## config.mk

```make
export PLATFORM = sky130hd
export DESIGN_NAME = sorted_render_queue
export DESIGN_NICKNAME = d
export VERILOG_FILES = /design/src/hw/rtl/srq_pkg.sv /design/src/hw/rtl/srq_order_cmp.sv /design/src/hw/rtl/sorted_render_queue.sv
export SDC_FILE = /design/constraint.sdc
export NUM_CORES = 2
export LEC_CHECK = 0
export ABC_AREA = 1
export BUFFER_PORTS_ARGS = -buffer_cell sky130_fd_sc_hd__buf_4
export CAP_MARGIN = 20
export CORE_ASPECT_RATIO = 1.2
export CORE_MARGIN = 2
export CORE_UTILIZATION = 44
export DETAILED_ROUTE_END_ITERATION = 12
export PLACE_DENSITY = 0.64
export SETUP_SLACK_MARGIN = 0.15
export SLEW_MARGIN = 30
export SYNTH_ARGS = -nofsm -noshare
export SYNTH_HDL_FRONTEND = slang
export SYNTH_SLANG_ARGS = --single-unit
```

## constraint.sdc

```tcl
create_clock -name clock -period 4.7 [get_ports clock]
set_clock_uncertainty 0.1 [all_clocks]
set_input_delay 0.94 -clock clock [delete_from_list [all_inputs] [get_ports clock]]
set_output_delay 0.94 -clock clock [all_outputs]
set_load 0.03 [all_outputs]
```

## src/hw/rtl/srq_pkg.sv

```systemverilog
// ---------------------------------------------------------------------------
// srq_pkg: shared types and constants for the sorted render queue
// Command and status codes, beat field widths and the compare result bundle.
// ---------------------------------------------------------------------------
`default_nettype none

package srq_pkg;

   // fixed beat field widths
   localparam int CMD_W        = 2;
   localparam int TILE_ID_W    = 16;
   localparam int PLANE_W      = 8;
   localparam int STATUS_W     = 2;
   localparam int POSITION_W   = 6;
   localparam int OCCUPANCY_W  = 7;
   localparam int REQ_TDATA_W  = 32;
   localparam int RSP_TDATA_W  = 16;

   typedef enum logic [CMD_W-1:0] {
      CMD_INSERT = 2'd0,
      CMD_REMOVE = 2'd1,
      CMD_FLUSH  = 2'd2
   } cmd_type;

   typedef enum logic [STATUS_W-1:0] {
      STATUS_DONE      = 2'd0,
      STATUS_NOT_FOUND = 2'd1,
      STATUS_FULL      = 2'd2
   } status_type;

   // outcome of comparing the pending entry against one stored entry
   typedef struct packed {
      logic precedes;  // pending entry sorts strictly before stored entry
      logic id_match;  // ids are equal
   } cmp_result_type;

endpackage

`default_nettype wire

```

## src/hw/rtl/srq_order_cmp.sv

```systemverilog
// ---------------------------------------------------------------------------
// srq_order_cmp: ordering and id compare unit
// Compares the pending entry with one stored entry; shared by every step of
// the table walk. Entry layout from the MSB: id, deferred, transparent, plane.
// ---------------------------------------------------------------------------
`default_nettype none

module srq_order_cmp
   import srq_pkg::*;
#(
   parameter int ID_BITS    = 16,
   parameter int PLANE_BITS = 8
) (
   input  wire logic [ID_BITS+PLANE_BITS+1:0] cand_entry,
   input  wire logic [ID_BITS+PLANE_BITS+1:0] store_entry,
   output cmp_result_type                     result
);

   logic [ID_BITS-1:0]    cand_id, store_id;
   logic                  cand_def, store_def;
   logic                  cand_trn, store_trn;
   logic [PLANE_BITS-1:0] cand_plane, store_plane;

   assign {cand_id, cand_def, cand_trn, cand_plane}     = cand_entry;
   assign {store_id, store_def, store_trn, store_plane} = store_entry;

   always_comb begin
      if (cand_def != store_def) begin
         result.precedes = !cand_def && store_def;
      end else if (cand_trn != store_trn) begin
         result.precedes = !cand_trn && store_trn;
      end else if (cand_trn) begin
         // transparent entries draw back to front
         result.precedes = cand_plane > store_plane;
      end else begin
         result.precedes = cand_plane < store_plane;
      end
      result.id_match = cand_id == store_id;
   end

endmodule

`default_nettype wire

```

## src/hw/rtl/sorted_render_queue.sv

```systemverilog
// ---------------------------------------------------------------------------
// sorted_render_queue: sorted table of render entries
// Insert keeps the table ordered, remove deletes the first matching id and
// closes the gap, flush empties it. One response beat per request beat.
// ---------------------------------------------------------------------------
//
//   channel  dir  tdata                                       tuser
//   -------  ---  ------------------------------------------  -----------
//   req_     in   tile_id, deferred, transparent, plane        command
//   rsp_     out  position, occupancy                          status
//
// Sequencing: a request beat is taken only while the sequencer is idle. Insert
// walks entries 0..count, remove walks 0..count-1, one entry per cycle,
// set by the single read port of the entry memory. Flush, full, empty
// remove and unknown commands skip the walk. Every result then goes
// through ST_RESP into the response register that drives rsp_tvalid.
// Reset clears the sequencer, entry count and response valid; the entry
// memory is not cleared, and its contents past the count never affect a result.
// A stalled response does not block the next request: the new result waits
// in the sequencer until the response register frees up.
// ---------------------------------------------------------------------------
`default_nettype none

module sorted_render_queue
   import srq_pkg::*;
#(
   parameter int CAPACITY   = 64,
   parameter int ID_BITS    = 16,
   parameter int PLANE_BITS = 8
) (
   input  wire logic                   clock,
   input  wire logic                   reset,
   // request: [15:0] tile_id, [16] deferred, [17] transparent, [25:18] plane
   input  wire logic [REQ_TDATA_W-1:0] req_tdata,
   // request: [1:0] command
   input  wire logic [CMD_W-1:0]       req_tuser,
   input  wire logic                   req_tvalid,
   output logic                        req_tready,
   // response: [5:0] position, [12:6] occupancy
   output logic [RSP_TDATA_W-1:0]      rsp_tdata,
   // response: [1:0] status
   output logic [STATUS_W-1:0]         rsp_tuser,
   output logic                        rsp_tvalid,
   input  wire logic                   rsp_tready
);

   localparam int IDX_W   = $clog2(CAPACITY);
   localparam int CNT_W   = $clog2(CAPACITY + 1);
   localparam int ENTRY_W = ID_BITS + PLANE_BITS + 2;

   typedef enum logic [2:0] {
      ST_IDLE = 3'b001,  // waiting for a request beat
      ST_WALK = 3'b010,  // stepping through the table, one entry a cycle
      ST_RESP = 3'b100   // result ready, waiting for the response register
   } state_type;

   // sequencer
   state_type      state_ff, state_in;
   cmd_type        cmd_ff, cmd_in;
   logic [IDX_W-1:0] idx_ff, idx_in;
   logic           found_ff, found_in;
   logic [IDX_W-1:0] pos_ff, pos_in;
   logic [ENTRY_W-1:0] cand_ff, cand_in;   // entry being inserted / id searched
   logic [ENTRY_W-1:0] carry_ff, carry_in; // entry displaced by the insert ripple
   logic [CNT_W-1:0] count_ff, count_in;

   // pending result
   status_type     res_status_ff, res_status_in;
   logic [IDX_W-1:0] res_pos_ff, res_pos_in;
   logic [CNT_W-1:0] res_occ_ff, res_occ_in;

   // response register
   logic                   rsp_valid_ff, rsp_valid_in;
   logic [STATUS_W-1:0]    rsp_user_ff, rsp_user_in;
   logic [RSP_TDATA_W-1:0] rsp_data_ff, rsp_data_in;

   // entry memory
   logic [ENTRY_W-1:0] store_mem [CAPACITY];
   logic [ENTRY_W-1:0] rd_data_ff;
   logic [IDX_W-1:0]   mem_raddr, mem_waddr;
   logic [ENTRY_W-1:0] mem_wdata;
   logic               mem_we;

   cmp_result_type cmp;
   logic           req_fire, rsp_load;
   logic           at_end, at_last;
   cmd_type        req_cmd;

   srq_order_cmp #(
      .ID_BITS    (ID_BITS),
      .PLANE_BITS (PLANE_BITS)
   ) u_cmp (
      .cand_entry  (cand_ff),
      .store_entry (rd_data_ff),
      .result      (cmp)
   );

   assign req_tready = state_ff == ST_IDLE;
   assign req_fire   = req_tvalid && req_tready;
   assign req_cmd    = cmd_type'(req_tuser);
   assign rsp_load   = (state_ff == ST_RESP) && (!rsp_valid_ff || rsp_tready);

   // insert walk ends on the slot just past the last entry;
   // remove walk ends on the last entry
   assign at_end  = CNT_W'(idx_ff) == count_ff;
   assign at_last = CNT_W'(idx_ff) == count_ff - 1'b1;

   // next read runs one entry ahead of the entry being evaluated
   assign mem_raddr = (state_ff == ST_WALK) ? idx_ff + 1'b1 : '0;

   always_comb begin
      state_in      = state_ff;
      cmd_in        = cmd_ff;
      idx_in        = idx_ff;
      found_in      = found_ff;
      pos_in        = pos_ff;
      cand_in       = cand_ff;
      carry_in      = carry_ff;
      count_in      = count_ff;
      res_status_in = res_status_ff;
      res_pos_in    = res_pos_ff;
      res_occ_in    = res_occ_ff;
      mem_we        = 1'b0;
      mem_waddr     = idx_ff;
      mem_wdata     = cand_ff;

      case (state_ff)
         ST_IDLE: begin
            if (req_fire) begin
               cmd_in   = req_cmd;
               idx_in   = '0;
               found_in = 1'b0;
               pos_in   = '0;
               cand_in  = {ID_BITS'(req_tdata[TILE_ID_W-1:0]),
                           req_tdata[TILE_ID_W],
                           req_tdata[TILE_ID_W+1],
                           PLANE_BITS'(req_tdata[TILE_ID_W+2 +: PLANE_W])};
               res_pos_in = '0;
               res_occ_in = count_ff;
               state_in   = ST_RESP;
               case (req_cmd)
                  CMD_INSERT: begin
                     if (count_ff == CNT_W'(CAPACITY)) begin
                        res_status_in = STATUS_FULL;
                     end else begin
                        state_in = ST_WALK;
                     end
                  end
                  CMD_REMOVE: begin
                     if (count_ff == '0) begin
                        res_status_in = STATUS_NOT_FOUND;
                     end else begin
                        state_in = ST_WALK;
                     end
                  end
                  CMD_FLUSH: begin
                     count_in      = '0;
                     res_occ_in    = '0;
                     res_status_in = STATUS_DONE;
                  end
                  default: begin
                     res_status_in = STATUS_DONE;
                  end
               endcase
            end
         end

         ST_WALK: begin
            idx_in = idx_ff + 1'b1;
            if (cmd_ff == CMD_INSERT) begin
               // ripple insert: from the slot on, every entry moves up by one
               if (found_ff) begin
                  mem_we    = 1'b1;
                  mem_wdata = carry_ff;
                  carry_in  = rd_data_ff;
               end else if (at_end || cmp.precedes) begin
                  mem_we    = 1'b1;
                  mem_wdata = cand_ff;
                  carry_in  = rd_data_ff;
                  found_in  = 1'b1;
                  pos_in    = idx_ff;
               end
               if (at_end) begin
                  count_in      = count_ff + 1'b1;
                  res_status_in = STATUS_DONE;
                  res_pos_in    = found_ff ? pos_ff : idx_ff;
                  res_occ_in    = count_ff + 1'b1;
                  state_in      = ST_RESP;
               end
            end else begin
               // remove: after the match every entry moves down by one
               if (found_ff) begin
                  mem_we    = 1'b1;
                  mem_waddr = idx_ff - 1'b1;
                  mem_wdata = rd_data_ff;
               end else if (cmp.id_match) begin
                  found_in = 1'b1;
                  pos_in   = idx_ff;
               end
               if (at_last) begin
                  state_in = ST_RESP;
                  if (found_ff || cmp.id_match) begin
                     count_in      = count_ff - 1'b1;
                     res_status_in = STATUS_DONE;
                     res_pos_in    = found_ff ? pos_ff : idx_ff;
                     res_occ_in    = count_ff - 1'b1;
                  end else begin
                     res_status_in = STATUS_NOT_FOUND;
                     res_pos_in    = '0;
                     res_occ_in    = count_ff;
                  end
               end
            end
         end

         ST_RESP: begin
            if (rsp_load) begin
               state_in = ST_IDLE;
            end
         end

         default: begin
            state_in = ST_IDLE;
         end
      endcase
   end

   // response register
   always_comb begin
      rsp_valid_in = rsp_valid_ff;
      rsp_user_in  = rsp_user_ff;
      rsp_data_in  = rsp_data_ff;
      if (rsp_valid_ff && rsp_tready) begin
         rsp_valid_in = 1'b0;
      end
      if (rsp_load) begin
         rsp_valid_in = 1'b1;
         rsp_user_in  = res_status_ff;
         rsp_data_in  = RSP_TDATA_W'({OCCUPANCY_W'(res_occ_ff), POSITION_W'(res_pos_ff)});
      end
   end

   assign rsp_tvalid = rsp_valid_ff;
   assign rsp_tuser  = rsp_user_ff;
   assign rsp_tdata  = rsp_data_ff;

   always_ff @(posedge clock) begin
      if (reset) begin
         state_ff     <= ST_IDLE;
         count_ff     <= '0;
         rsp_valid_ff <= 1'b0;
      end else begin
         state_ff     <= state_in;
         count_ff     <= count_in;
         rsp_valid_ff <= rsp_valid_in;
      end
   end

   always_ff @(posedge clock) begin
      cmd_ff        <= cmd_in;
      idx_ff        <= idx_in;
      found_ff      <= found_in;
      pos_ff        <= pos_in;
      cand_ff       <= cand_in;
      carry_ff      <= carry_in;
      res_status_ff <= res_status_in;
      res_pos_ff    <= res_pos_in;
      res_occ_ff    <= res_occ_in;
      rsp_user_ff   <= rsp_user_in;
      rsp_data_ff   <= rsp_data_in;
   end

   // entry memory: one write port, one registered read port
   always_ff @(posedge clock) begin
      if (mem_we) begin
         store_mem[mem_waddr] <= mem_wdata;
      end
      rd_data_ff <= store_mem[mem_raddr];
   end

   // ------------------------------------------------------------------------
   // checks
   // ------------------------------------------------------------------------
   a_count_in_range: assert property (@(posedge clock) disable iff (reset)
      count_ff <= CNT_W'(CAPACITY))
      else $error("entry count above capacity");

   a_write_only_walking: assert property (@(posedge clock) disable iff (reset)
      mem_we |-> state_ff == ST_WALK)
      else $error("entry memory written outside the walk");

   a_walk_in_bounds: assert property (@(posedge clock) disable iff (reset)
      state_ff == ST_WALK |-> CNT_W'(idx_ff) <= count_ff)
      else $error("walk index beyond entry count");

   a_accept_leaves_idle: assert property (@(posedge clock) disable iff (reset)
      req_fire |=> state_ff != ST_IDLE)
      else $error("request taken without leaving idle");

   a_rsp_from_resp: assert property (@(posedge clock) disable iff (reset)
      $rose(rsp_valid_ff) |-> $past(state_ff == ST_RESP))
      else $error("response raised without a pending result");

endmodule

`default_nettype wire
```

# Yosys cells after proc, flatten, opt, wreduce, memory -nomap -nowiden
# Memories as Yosys holds them, arrays and structs flattened. A register that Yosys moved wholly into a read port is not among the register bits.
# Cells that the tools add are included.
# totals
register_bits	108
ramBits	1664
input_bits	38
output_inout_bits	20
word_cells	131
mem_count	1
# mem_list
memory	words	word_bits	rd	rd_ports_with_merged_regs	write_ports	line_no	source
store_mem	64	26	1	1	1	sorted_render_queue.sv:78	logic [ENTRY_W-1:0] store_mem [CAPACITY];
# classes
add_sub_neg	4
order_cmp	2
eq_ne	20
mux	66
n_reduce_logical	24
# op_table
op	count
26-bit two-way mux	6
6-bit two-way mux	15
7-bit two-way mux	6
6-bit one-hot mux with 2 select lines	3
3-bit two-way mux	7
1-bit two-way mux	17
16-bit equality test	1
6-bit by 7-bit equality test with 1-bit output	2
7-bit one-hot mux with 2 select lines	1
2-bit two-way mux	6
3-bit by 2-bit inequality test with 1-bit output, second input constant	3
3-bit inequality test, second input constant	3
3-bit one-hot mux with 3 select lines	1
8-bit > comparator	1
8-bit less-than comparator	1
2-bit one-hot mux with 2 select lines	2
4-bit AND reduction	2
7-bit by 1-bit adder with 7-bit output, second input constant	1
7-bit equality test, second input constant	1
7-bit zero test	1
7-bit by 1-bit subtractor with 7-bit output, second input constant	1
6-bit by 1-bit adder with 6-bit output, second input constant	1
3-bit one-hot mux with 2 select lines	1
6-bit AND reduction	1
other kinds (18)	32

# Depth between registers and ports, before layout
# logic_depth
word_depth	11
depth_mapped	18
ltp_nobuf	16

# Modules after synthesis
# A second synthesis with hierarchy kept.
# hier_totals
cells_unflattened	6661
hier_area_um2	75683.8
# modules_own_cells
module	instances	cells_per_inst	area_each_um2	seq_area_each_um2
sorted_render_queue	1	6577	75178.4	53621.4
srq_order_cmp	1	84	505.5	0.0

# Worst setup path before layout
# OpenSTA, ideal clock, no wires.
# synth_timing
path_kind	reg2reg
from	register cmd_ff[1]
to	memory store_mem[0][12] (netlist name) (data pin)
setup_ps	721
t_arrival_ps	3861
t_required_ps	3879
slack_ps	18
path_stages_with_launch	7
n_path_buf	2
synth_period_minus_slack_ps	4682
path_cell_list	edfxtp_1 nor2_4 inv_2 clkbuf_1 clkbuf_1 nor2_1 o31ai_1
# synth_between
elab_chain_cells	3
# synth_lines
element	line_no	source
start: declaration	sorted_render_queue.sv:59	cmd_type cmd_ff, cmd_in;
start signal: assignment	sorted_render_queue.sv:260	cmd_ff <= cmd_in;
2-bit zero test	sorted_render_queue.sv:170	if (cmd_ff == CMD_INSERT) begin
26-bit two-way mux	sorted_render_queue.sv:170	
26-bit two-way mux	sorted_render_queue.sv:127	case (state_ff)
via mem_wdata[12]	sorted_render_queue.sv:81	logic [ENTRY_W-1:0] mem_wdata;
end: declaration	sorted_render_queue.sv:78	
# The timed path passes the listed nets, and every way through them passes these cells.

# Worst setup path after layout
# layout_timing
from	register state_ff[0]
to	memory store_mem[63][21] (netlist name) (enable)
# layout_between
elab_chain_cells	4
word_cells_on_any_way	5
classes_between	eq/ne (1); mux (4)
# layout_lines
element	line_no	source
start: declaration	sorted_render_queue.sv:58	state_type state_ff, state_in;
start signal: assignment	sorted_render_queue.sv:253	state_ff <= state_in;
3-bit by 2-bit equality test with 1-bit output *	sorted_render_queue.sv:127	
1-bit two-way mux	sorted_render_queue.sv:127	
1-bit two-way mux	sorted_render_queue.sv:275	if (mem_we) begin
1-bit two-way mux (implied by the code)	sorted_render_queue.sv:276	store_mem[mem_waddr] <= mem_wdata;
# Every way passes the cells marked *; elsewhere a longest branch is shown, timed or not.

==> metrics.md <==
| Metric | Value |
|---|---|
| Status | finished, final reports clean |
| Starting Density | 44.2% |
| Core Box Area | 0.172 sq mm |
| # setup viols final | 0 |
| Global-route usage over all layers | 22.5% |
| Type of origin of the critical path | register |
| CTS tree | built |
| Cell Pwr Density | 472 mW/mm^2 |
| Synth Area in Simple Gates | 17.9% |
| Reg2reg end | store_mem[63][21] |
| Netlist area before placement | 0.0760 sq mm |
| Post-DRT Antenna Nets | 0 |
| Worst endpoint required time | 5.03 ns |
| Post-layout net count | 6858 |
| Peak VDD IR | 0.427 mV |
| HP Start | req_tdata[8] |
| Most used flip-flop cell after synthesis | edfxtp_1 |
| CTS H-Tree Depth | 4 |
| Resize count post-CTS | 0 |
| Lkg Pwr | 31.5 nW |
| Routed WL per cell | 21.7 um |
| Mux share of post-synthesis cell area | 0% |
| Worst Path Max Fanout | 37 |
| Setup tns final | 0 ns |
| Synthesis-stage register bit count | 1798 |
| Filler cell count | 14700 |
| Synth area leader | edfxtp_1 |
| Synth Area in Adders | 0.247% |
| Top post-synthesis cells by area | edfxtp_1, nand2_1, nand3_1 |
| First-pass GRT wire length | 295000 um |
| Syn-to-layout area delta | 12.7% |
| Vias per inst | 5.39 |
| Reg-to-reg slack, setup | 0.85 ns |
| Tcrit/Tclk final | 81.9% |
| Die height | 459 um |
| Yosys top cell area share | 69.6% |
| Hold Path Class | in -> reg |
| Placed Area | 0.0804 sq mm |
| Layout cell share with drive strength beyond 1 | 8.71% |
| Overflow after GRT | 0 |
| Relative slew slack | 24.9% |
| Largest net degree at the start of global routing | 209 |
| Register area share after synthesis | 70.5% |
| Row count | 167 |
| Minimum clock period | 3.85 ns |
| Die ar. | 0.176 sq mm |
| CTS Buffer Depth | 3 |
| CTS buffer count | 164 |
| Storage element area | 0.0536 sq mm |
| Distinct cell type count after synthesis | 40 |
| Hpwl dp | 108000 um |
| Clock slew seen by the registers of the worst setup and hold paths | 0.06 ns |
| Hold-fix buffers at CTS | 0 |
| IO Count | 58 |
| Cells on worst reg2reg path | 14 |
| Worst hold path depth | 1 |
| GP Congestion | 0.849 |
| Max-cap viol count | 0 |
| Synth Area in Compound Gates | 4.87% |
| WHS Endpoint | cand_ff[18] |
| Multi-input gate area | 0.0187 sq mm |
| Critical path class | reg -> reg |
| Initial DRC Count | 5670 |
| 1st-pass router iterations | 7 |
| CP Data Arrival Time | 4.18 ns |
| Final WL | 200000 um |
| Final Cell Area | 0.0857 sq mm |
| Post-route DRC | 0 |
| Fin. Hold Viols | 0 |
| Sink Count | 1798 |
| Clock Latency Late Sink | 0.80 ns |
| Min Hold Slack | 0.224 ns |
| Max Fclk | 0.260 GHz |
| Setup bufs post-CTS | 0 |
| Max-slew violations | 0 |
| Worst setup EP type | register |
| RSZ-0062 raised after global routing | false |
| Vias | 49700 |
| Worst Tran Pin Value | 1.13 ns |
| XOR/XNOR Fraction of Synth Area | 0.117% |
| Syn_area_per_cell | 11.2 sq um |
| Number of global-route vias before repair | 47000 |
| EDFF count, synth | 1761 |
| IO Port Bufs | 48 |
| Antenna violations before repair | 2 |
| Cells after synthesis | 6795 |
| Crit Reg-Reg Startpoint | state_ff[0] |
| Total power | 40.5 mW |
| Clock root buffer | clkbuf_16 |
| Die width | 383 um |
| FFs w/ async S/R, synth | 0% |
| YS warnings | 0 |
| Main combinational cell family by area after synthesis | simple AND/OR/NAND/NOR gates |
## kinds of logic (layout without fill, tap and decap cells)
kind of cell,Yosys count,count (layout)
xor+xnor,8,8
other cells,1,4
compound gates,532,532
flops,1798,1798
simple gates,3246,3246
fa+ha+maj,15,15
buf+inv,1195,1336
## where the power goes
part	internal, mW	switching (mW)	leakage, nW	total, mW
sequential	19.4	0.375	16.2	19.8
clock	7.29	5.75	2.53	13.0
combinational	1.86	5.76	12.8	7.63
total	28.6	11.9	31.5	40.5
## cells in the final DEF (no fill, tap or decap), types with 44 or more instances in the layout
cell type,count
clkbuf_1,44
nand3_1,976
clkbuf_16,167
a21oi_4,59
nor2_1,102
nand2_1,2111
edfxtp_1,1761
buf_4,198
inv_1,788
o211ai_1,391
## Yosys cell counts, types with 2 or more instances
library cell and count:
nand2_1 2113, edfxtp_1 1761, nand3_1 977, inv_1 790
o211ai_1 391, buf_2 187, clkbuf_1 136, nor2_1 103
a21oi_1 80, buf_1 56, o21ai_0 38, dfxtp_1 37
ha_1 15, buf_4 12, nor2_2 12, nor2_4 11
o31ai_1 11, nand4_1 10, nor3_1 10, inv_2 9
a211oi_1 6, xor2_1 5, buf_6 3, nor4_1 3
clkinv_1 2, o21ai_2 2, xnor2_1 2
## worst max-delay path by stage
stage	startpoint	cells past startpoint	end	slack, ns
after floorplan	cmd_ff[1]	6	store_mem[0][12]	0.02
after global placement	state_ff[0]	8	store_mem[1][25]	0.84
after detailed placement	state_ff[0]	8	store_mem[10][17]	0.79
after CTS	state_ff[0]	8	store_mem[10][22]	0.78
after global routing	state_ff[1]	13	store_mem[59][18]	0.66
final	state_ff[0]	14	store_mem[63][21]	0.85
## metal layers
layer	routed length (um)	track usage, %	part of all wire [%]	vias up
li1	-	-	-	23200
met1	81500	30.2	41	24300
met2	96300	37.5	48	1958
met3	15800	3.31	7.9	282
met4	6520	7.60	3.3	0
met5	0	0	0	-
## stage by stage
stage               setup WS (ns)  utilization, %  instances
floorplan                  0.0180               -       6797
global placement            0.843            46.6       8912
detailed placement          0.790            46.7       8916
CTS                         0.780            49.7       9215
global route                0.657            49.8       9220
finish                      0.849            49.8       9220
## flip-flops by register name, indices dropped and copies added (netlist names)
register and flops:
cand_ff 26, carry_ff 26, cmd_ff 2, count_ff 7, found_ff 1, idx_ff 6, pos_ff 6, rd_data_ff 26
res_occ_ff 7, res_pos_ff 6, res_status_ff 2, rsp_tdata 13, rsp_tuser 2, rsp_tvalid 1, state_ff 3, store_mem 1664
## critical path: stages, from the launching register on
cell,delay (ns)
dfxtp_1,0.36
nor2_4,0.15
nand2_8,0.15
inv_2,0.36
nand2_8,0.36
nor2_8,0.24
inv_1,0.09
nand2_1,0.07
o21ai_2,0.11
inv_2,0.07
nand2_1,0.10
nor2_2,0.47
nand2_1,0.18
a21oi_4,0.13
buf_4,0.49
## cell type report
| class | instances | share of cell area, % |
|---|---|---|
| sequential | 1798 | 62.6 |
| clock inverter | 83 | 0.894 |
| clock buffer | 216 | 5.15 |
| timing repair buffer | 236 | 2.68 |
| tap | 2281 | 3.33 |
| multi-input combinational | 3804 | 21.8 |
| antenna | 1 | 0.00292 |
| inverter | 801 | 3.54 |
No activity file was read; power rests on OpenSTA's default activity.
